==> config.mk <==
export PLATFORM = sky130hd
export DESIGN_NAME = dual_stepper_solenoid_sequencer_core
export DESIGN_NICKNAME = d
export VERILOG_FILES = /design/src/hw/rtl/dsss_pkg.sv /design/src/hw/rtl/dual_stepper_solenoid_sequencer_core.sv
export SDC_FILE = /design/constraint.sdc
export NUM_CORES = 1
export LEC_CHECK = 0
export BUFFER_PORTS_ARGS = -buffer_cell sky130_fd_sc_hd__clkbuf_2
export CAP_MARGIN = 20
export CELL_PAD_IN_SITES_DETAIL_PLACEMENT = 1
export CELL_PAD_IN_SITES_GLOBAL_PLACEMENT = 2
export CORE_MARGIN = 10
export CORE_UTILIZATION = 34
export CTS_CLUSTER_DIAMETER = 80
export DETAILED_ROUTE_END_ITERATION = 7
export GPL_TIMING_DRIVEN = 0
export PLACE_DENSITY_LB_ADDON = 0.1
export REMOVE_ABC_BUFFERS = 1
export SLEW_MARGIN = 10
export SYNTH_ARGS = -nofsm -noshare
export SYNTH_HDL_FRONTEND = slang
export SYNTH_SLANG_ARGS = --single-unit
==> constraint.sdc <==
create_clock -name clk_i -period 1.6 [get_ports clk_i]
set_input_delay 0.08 -clock clk_i [delete_from_list [all_inputs] [get_ports clk_i]]
set_output_delay 0.08 -clock clk_i [all_outputs]
set_load 0.01 [all_outputs]
==> src/hw/rtl/dsss_pkg.sv <==
// shared constants, types and the phase table of the dual stepper solenoid sequencer
package dsss_pkg;

  // conveyor step divisor, kept to a power of two so the modulo is a bit mask
  localparam int unsigned CONVEYOR_DIVISOR = 2;

  localparam int unsigned DivW      = 6;
  localparam int unsigned HoldW     = 7;
  localparam int unsigned CountW    = 8;
  localparam int unsigned CoilW     = 4;
  localparam int unsigned SolW      = 6;
  localparam int unsigned CmdW      = 8;
  localparam int unsigned CfgIdxW   = 2;
  localparam int unsigned CfgDataW  = 7;
  localparam int unsigned OutDataW  = 16;

  localparam logic [DivW-1:0]   PeriodReset  = 6'd40;
  localparam logic [DivW-1:0]   ReleaseReset = 6'd4;
  localparam logic [HoldW-1:0]  HoldReset    = 7'd1;
  localparam logic [CountW-1:0] CountIdle    = 8'hFF;

  // input kinds carried in tuser
  typedef enum logic {
    OP_TICK    = 1'b0,
    OP_COMMAND = 1'b1
  } op_e;

  // configuration register indexes
  typedef enum logic [CfgIdxW-1:0] {
    CFG_SORTER_PERIOD  = 2'd0,
    CFG_SORTER_RELEASE = 2'd1,
    CFG_SOLENOID_HOLD  = 2'd2,
    CFG_UNUSED         = 2'd3
  } cfg_idx_e;

  // full-step phase pairs in step order, coil bits 3..0
  function automatic logic [CoilW-1:0] phase_pair(input logic [1:0] step);
    logic [CoilW-1:0] pair;
    case (step)
      2'd0:    pair = 4'b1001;
      2'd1:    pair = 4'b1010;
      2'd2:    pair = 4'b0110;
      2'd3:    pair = 4'b0101;
      default: pair = 4'b0000;
    endcase
    return pair;
  endfunction

endpackage

==> src/hw/rtl/dual_stepper_solenoid_sequencer_core.sv <==
// top level of the dual stepper solenoid sequencer: input stage, step logic and drive line state
// each request on the slave stream is either a timer tick (tuser 0) or a solenoid command
// (tuser 1, code in tdata). a request is registered in an input stage and is applied, when the
// output is free, to the divider, phase counters, solenoid countdown and drive lines; those line
// registers are the result presented on the master stream, one result per request. the block
// takes one request per cycle unless the master stream stalls, passing the input register and
// the line registers; a stalled result holds the input stage, which still accepts one more
// request. the three config registers (sorter period, sorter release tick, solenoid hold) are
// written through the cfg channel, always ready; writes to an index past the list are dropped.
module dual_stepper_solenoid_sequencer_core (
  input  logic                                clk_i,
  input  logic                                rst_ni,
  // slave stream
  input  logic                                s_axis_tvalid,
  output logic                                s_axis_tready,
  input  logic [dsss_pkg::CmdW-1:0]           s_axis_tdata,  // [7:0] command_code
  input  logic                                s_axis_tuser,  // [0] operation
  // master stream
  output logic                                m_axis_tvalid,
  input  logic                                m_axis_tready,
  output logic [dsss_pkg::OutDataW-1:0]       m_axis_tdata,  // [3:0] conveyor_coils,
                                                             // [7:4] sorter_coils,
                                                             // [13:8] solenoid_lines
  // config write channel
  input  logic                                cfg_valid_i,
  output logic                                cfg_ready_o,
  input  logic [dsss_pkg::CfgIdxW-1:0]        cfg_index_i,
  input  logic [dsss_pkg::CfgDataW-1:0]       cfg_data_i
);

  // config registers
  logic [dsss_pkg::DivW-1:0]   period_q, period_d;
  logic [dsss_pkg::DivW-1:0]   release_q, release_d;
  logic [dsss_pkg::HoldW-1:0]  hold_q, hold_d;

  // input stage
  logic                        in_valid_q, in_valid_d;
  dsss_pkg::op_e               in_op_q, in_op_d;
  logic [dsss_pkg::CmdW-1:0]   in_code_q, in_code_d;

  // sequencer state, the line registers double as the result register
  logic                        out_valid_q, out_valid_d;
  logic [dsss_pkg::DivW-1:0]   tick_div_q, tick_div_d;
  logic [1:0]                  conv_step_q, conv_step_d;
  logic [1:0]                  sort_step_q, sort_step_d;
  logic [dsss_pkg::CountW-1:0] countdown_q, countdown_d;
  logic [dsss_pkg::CoilW-1:0]  conv_lines_q, conv_lines_d;
  logic [dsss_pkg::CoilW-1:0]  sort_lines_q, sort_lines_d;
  logic [dsss_pkg::SolW-1:0]   sol_bits_q, sol_bits_d;

  logic                        out_free;
  logic                        step_fire;
  logic                        in_fire;
  logic                        conv_hit;
  logic [2:0]                  sol_sel;

  assign cfg_ready_o   = 1'b1;
  assign out_free      = !out_valid_q || m_axis_tready;
  assign step_fire     = in_valid_q && out_free;
  assign s_axis_tready = !in_valid_q || out_free;
  assign in_fire       = s_axis_tvalid && s_axis_tready;

  assign m_axis_tvalid = out_valid_q;
  assign m_axis_tdata  = {2'b00, sol_bits_q, sort_lines_q, conv_lines_q};

  // divisor is a power of two, so the modulo reduces to the low bits
  assign conv_hit = ((tick_div_q % dsss_pkg::DivW'(dsss_pkg::CONVEYOR_DIVISOR)) == '0);
  assign sol_sel  = in_code_q[2:0] - 3'd1;

  // config writes
  always_comb begin
    period_d  = period_q;
    release_d = release_q;
    hold_d    = hold_q;
    if (cfg_valid_i) begin
      case (dsss_pkg::cfg_idx_e'(cfg_index_i))
        dsss_pkg::CFG_SORTER_PERIOD:  period_d  = cfg_data_i[dsss_pkg::DivW-1:0];
        dsss_pkg::CFG_SORTER_RELEASE: release_d = cfg_data_i[dsss_pkg::DivW-1:0];
        dsss_pkg::CFG_SOLENOID_HOLD:  hold_d    = cfg_data_i;
        default: ;
      endcase
    end
  end

  // input stage
  always_comb begin
    in_valid_d = in_valid_q;
    in_op_d    = in_op_q;
    in_code_d  = in_code_q;
    if (in_fire) begin
      in_valid_d = 1'b1;
      in_op_d    = dsss_pkg::op_e'(s_axis_tuser);
      in_code_d  = s_axis_tdata;
    end else if (step_fire) begin
      in_valid_d = 1'b0;
    end
  end

  // step logic
  always_comb begin
    out_valid_d  = out_valid_q;
    tick_div_d   = tick_div_q;
    conv_step_d  = conv_step_q;
    sort_step_d  = sort_step_q;
    countdown_d  = countdown_q;
    conv_lines_d = conv_lines_q;
    sort_lines_d = sort_lines_q;
    sol_bits_d   = sol_bits_q;

    if (m_axis_tready) begin
      out_valid_d = 1'b0;
    end

    if (step_fire) begin
      out_valid_d = 1'b1;
      case (in_op_q)
        dsss_pkg::OP_TICK: begin
          // conveyor steps on every divisor multiple, clears otherwise
          if (conv_hit) begin
            conv_lines_d = conv_lines_q | dsss_pkg::phase_pair(conv_step_q);
            conv_step_d  = conv_step_q + 2'd1;
          end else begin
            conv_lines_d = '0;
          end
          if (tick_div_q == period_q) begin
            // period wins over release when both match
            if (countdown_q == '0) begin
              countdown_d = dsss_pkg::CountIdle;
              sol_bits_d  = '0;
            end else if (!countdown_q[dsss_pkg::CountW-1]) begin
              countdown_d = countdown_q - 8'd1;
            end
            sort_lines_d = sort_lines_q | dsss_pkg::phase_pair(sort_step_q);
            sort_step_d  = sort_step_q + 2'd1;
            tick_div_d   = '0;
          end else begin
            if (tick_div_q == release_q) begin
              sort_lines_d = '0;
            end
            tick_div_d = tick_div_q + 6'd1;
          end
        end
        dsss_pkg::OP_COMMAND: begin
          if (in_code_q inside {[8'd1:8'd6]}) begin
            sol_bits_d = sol_bits_q | (dsss_pkg::SolW'(1) << sol_sel);
          end
          countdown_d = {1'b0, hold_q};
        end
        default: ;
      endcase
    end
  end

  always_ff @(posedge clk_i or negedge rst_ni) begin
    if (!rst_ni) begin
      period_q     <= dsss_pkg::PeriodReset;
      release_q    <= dsss_pkg::ReleaseReset;
      hold_q       <= dsss_pkg::HoldReset;
      in_valid_q   <= 1'b0;
      out_valid_q  <= 1'b0;
      tick_div_q   <= '0;
      conv_step_q  <= '0;
      sort_step_q  <= '0;
      countdown_q  <= dsss_pkg::CountIdle;
      conv_lines_q <= '0;
      sort_lines_q <= '0;
      sol_bits_q   <= '0;
    end else begin
      period_q     <= period_d;
      release_q    <= release_d;
      hold_q       <= hold_d;
      in_valid_q   <= in_valid_d;
      out_valid_q  <= out_valid_d;
      tick_div_q   <= tick_div_d;
      conv_step_q  <= conv_step_d;
      sort_step_q  <= sort_step_d;
      countdown_q  <= countdown_d;
      conv_lines_q <= conv_lines_d;
      sort_lines_q <= sort_lines_d;
      sol_bits_q   <= sol_bits_d;
    end
  end

  // input payload needs no reset
  always_ff @(posedge clk_i) begin
    in_op_q   <= in_op_d;
    in_code_q <= in_code_d;
  end

`ifndef SYNTHESIS
  // a negative countdown only ever holds the idle code
  a_countdown_idle: assert property (@(posedge clk_i) disable iff (!rst_ni)
    countdown_q[dsss_pkg::CountW-1] |-> (countdown_q == dsss_pkg::CountIdle))
    else $error("countdown negative but not idle");

  // idle countdown means all solenoid lines are off
  a_idle_lines_off: assert property (@(posedge clk_i) disable iff (!rst_ni)
    countdown_q[dsss_pkg::CountW-1] |-> (sol_bits_q == '0))
    else $error("solenoid line on while countdown idle");

  // input side stalls only with a full input stage behind a stalled result
  a_stall_cause: assert property (@(posedge clk_i) disable iff (!rst_ni)
    !s_axis_tready |-> (in_valid_q && out_valid_q && !m_axis_tready))
    else $error("input stalled without cause");

  // a tick off a divisor multiple clears the conveyor lines
  a_conv_clear: assert property (@(posedge clk_i) disable iff (!rst_ni)
    (step_fire && (in_op_q == dsss_pkg::OP_TICK) && !conv_hit) |=> (conv_lines_q == '0))
    else $error("conveyor lines not cleared");
`endif

endmodule
==> metrics.md <==
| Metric | Value |
|---|---|
| Final hold viol count | 0 |
| Relative slew slack | 0.499 |
| Top-count cell post-synth | dfrtp_1 |
| Net switching power | approximately 1.9 mW |
| Critical path type | flop to flop |
| H-tree depth | 3 |
| Comb pwr share | 0.302 |
| Initial Util | 0.349 |
| CP endpoint kind | flop |
| Most used DFF post-synth | dfrtp_1 |
| CTS tree | done |
| # IOs | 42 |
| Clock power frac | 0.255 |
| CTS root buf | clkbuf_8 |
| Flop pwr share | 0.443 |
| Final #Nets | 380 |
| Largest area contributor in the netlist | dfrtp_1 |
| RSZ-0062 raised after global routing | yes |
| Failing checks | negative setup slack |
| Input/output buffers | 38 |
| Setup ws final | -282 ps |
| Synth area leaders | dfrtp_1 34%, dfstp_2 10%, edfxtp_1 8.9%, mux2_2 7.4%, ha_1 4.5% |
| Layout area overhead | 32.0% |
| Wire per inst | 16.0 um |
| Synth Instances | 270 |
| Post-route ant nets | 0 |
| Synth top area share | 0.339 |
| Crit path cell chain | or4_4 -> nor4_4 -> buf_4 -> o2111ai_4 -> nand3b_1 -> o21ai_1 |
| Pin count of the biggest net entering global routing | 54 |
| Total number of yosys warnings | 0 |
| Total track usage | 0.120 |
| Number of global-route vias before repair | about 2,500 |
| Pin slew with the least headroom to its limit | 752 ps |
| CP Data Arrival Time | roughly 2100 ps |
| Die width | 114 um |
| Cts bufs inserted | 9 |
| Diode count | 0 |
| Rows | 34 |
| Die H | 114 um |
| Initial antenna violation count | 0 |
| Share of post-route cells with drive strength above 1 | 0.413 |
| Startpoint types | flop |
| Reg2reg end | sol_bits_q[3] |
| Fmax | about 530 MHz |
| Syn Area/Cell | 11.2 um^2 |
| DP HPWL | 4870 um |
| DR iter-0 viols | 21 |
| Setup Skew | 6.24 ps |
| Vias | 2,253 |
| Hold depth | 2 |
| Final setup violation count | 18 |
| Critical path's slowest cell | or4_4 |
| Setup TNS | -2000 ps |
| Core Region | 0.00868 mm^2 |
| Post-synth top cells | 41 x dfrtp_1, 28 x nand2_1, 21 x nor2_1, 20 x mux2_2, 17 x a21oi_1 |
| Max Buffers Root-to-Sink | 2 |
| Worst-skew pair later-pin latency | 330 ps |
| Setup crit end | sol_bits_q[3] |
| Crit Path Max Fanout | 5 |
| Die area | ~0.013 mm^2 |
| Final worst path period share | 1.18 |
| Worst Path Required | 1810 ps |
| First-pass GRT wire length | 12,400 um |
| Switching Share | 0.337 |
| Number of synthesized register bits | 62 |
| Gpl congestion | 0.703 |
| R2R cell count | 6 |
| Clock Sinks | 62 |
| 1st-pass router iterations | 3 |
| Synth unique cells | 44 |
| Int Pwr | 3.73 mW |
| Synthesized area | slightly above 0.003 mm^2 |
| Fraction of registers with async set/reset | 0.855 |
| Worst reg2reg path startpoint | in_code_q[5] |
| Worst ir drop on vdd | 641 uV |
| Placed Cells incl. Taps | 407 |
| Worst Setup SP | in_code_q[5] |
| Layout Cells excl Fill | 459 |
| Register area share after synthesis | 0.533 |
| GR Overflow Total | 0 |
| Number of synthesized flops with an enable pin | 9 |
| Vias/cell | 4.91 |
| Max Slew Vio Count | 0 |
| Total wire length | 7360 um |
| Clock Pin Slew Worst Setup and Hold Paths | 70 ps |
| Pwr dens | about 1400 mW/mm^2 |
| Lkg Pwr | 1.73 nW |
| Outcome | finished, violations left |
| Hold path start | cfg_data_i[1] |
| Worst path max stage delay | 550 ps |
| Hold Crit Class | input pin to flop |
| R2R Setup Slk | -280 ps |
| Final worst path period need | around 1900 ps |
| Max-Cap Viols | 0 |
| Residual DRC | 0 |
==> per-stage QoR <==
| step | utilization | setup slack [ps] | hold slack, ps | area (um^2) | total power, mW |
|---|---|---|---|---|---|
| after floorplan | - | -153 | -216 | 2970 | 3.42 |
| after global placement | 0.380 | -495 | 259 | 3300 | 3.88 |
| after global routing | 0.460 | -413 | 6.57 | 3990 | 6.07 |
| final | 0.460 | -282 | 13.5 | 3990 | 5.63 |
| after CTS | 0.448 | -293 | 4.64 | 3890 | 5.62 |
| after detailed placement | 0.380 | -523 | 224 | 3300 | 3.92 |
==> sequential cells by signal (all words and copies together), names as in the netlist <==
signal         count
countdown_q        8
in_code_q          8
hold_q             7
period_q           6
release_q          6
sol_bits_q         6
tick_div_q         6
conv_lines_q       4
sort_lines_q       4
conv_step_q        2
sort_step_q        2
in_op_q            1
in_valid_q         1
m_axis_tvalid      1
==> metal layers <==
layer | GRT usage | routed length (um) | vias up
met5 | 0 | 0 | -
li1 | - | - | 1097
met4 | 0.0376 | 84 | 0
met2 | 0.204 | 3690 | 32
met1 | 0.139 | 3270 | 1117
met3 | 0.0377 | 312 | 7
==> placed cells by master, fill, tap and decap left out, types with 9 or more instances in the layout <==
master	instances
dfrtp_1	38
clkbuf_2	37
nand2_1	27
buf_4	20
mux2_2	19
nor2_1	16
a21oi_1	15
dfstp_2	12
dlygate4sd3_1	12
ha_1	11
clkbuf_8	11
edfxtp_1	9
==> repair_timing <==
item | 4_1_cts | 5_1_grt
endpoints found under the hold margin | 52 | 0
hold buffers | 12 | 0
cloned | 1 | 0
endpoints found under the setup margin | 41 | 24
buffers inserted | 17 | 6
gates resized for setup | 25 | 13
pin swaps | 11 | 14
==> critical path: cells and delay by family, from the launching register on <==
family,cells,cell delay [ps]
buffers and inverters,1,170
flip-flops,1,360
AO/OA/AOI/OAI,2,240
AND/OR/NAND/NOR,3,990
==> how the worst min path moves through the flow <==
stage | slack [ps] | endpoint
global route | 7 | release_q[1]
detailed placement | 220 | sol_bits_q[1]
finish | 10 | period_q[1]
floorplan | -220 | conv_lines_q[0]
CTS | 5 | period_q[1]
global placement | 260 | in_code_q[3]
==> logic make-up after synthesis <==
group	share of synthesized area
compound gates	0.107
xor+xnor	0.0492
fa+ha+maj	0.0455
buf+inv	0.0294
flops	0.533
mux	0.0744
other cells	0.00248
simple gates	0.160
==> power by group through the flow <==
stage          logic, mW  registers (mW)  clock network [mW]
3_5_place_dp        1.41            2.51                   0
3_3_place_gp        1.39            2.50                   0
2_1_floorplan      0.970            2.45                   0
4_1_cts             1.64            2.49                1.49
6_report            1.70            2.50                1.43
5_1_grt             1.92            2.57                1.57
==> final cells by class <==
cell class | count | area (um^2)
inverters | 8 | 30.0
repair buffers | 73 | 505
fillers | 968 | 4690
flip-flops and latches | 62 | 1620
well taps | 108 | 135
multi-input cells | 192 | 1500
clock buffers | 11 | 151
clock inverters | 5 | 56.3
Power figures use the tool's default switching activity.
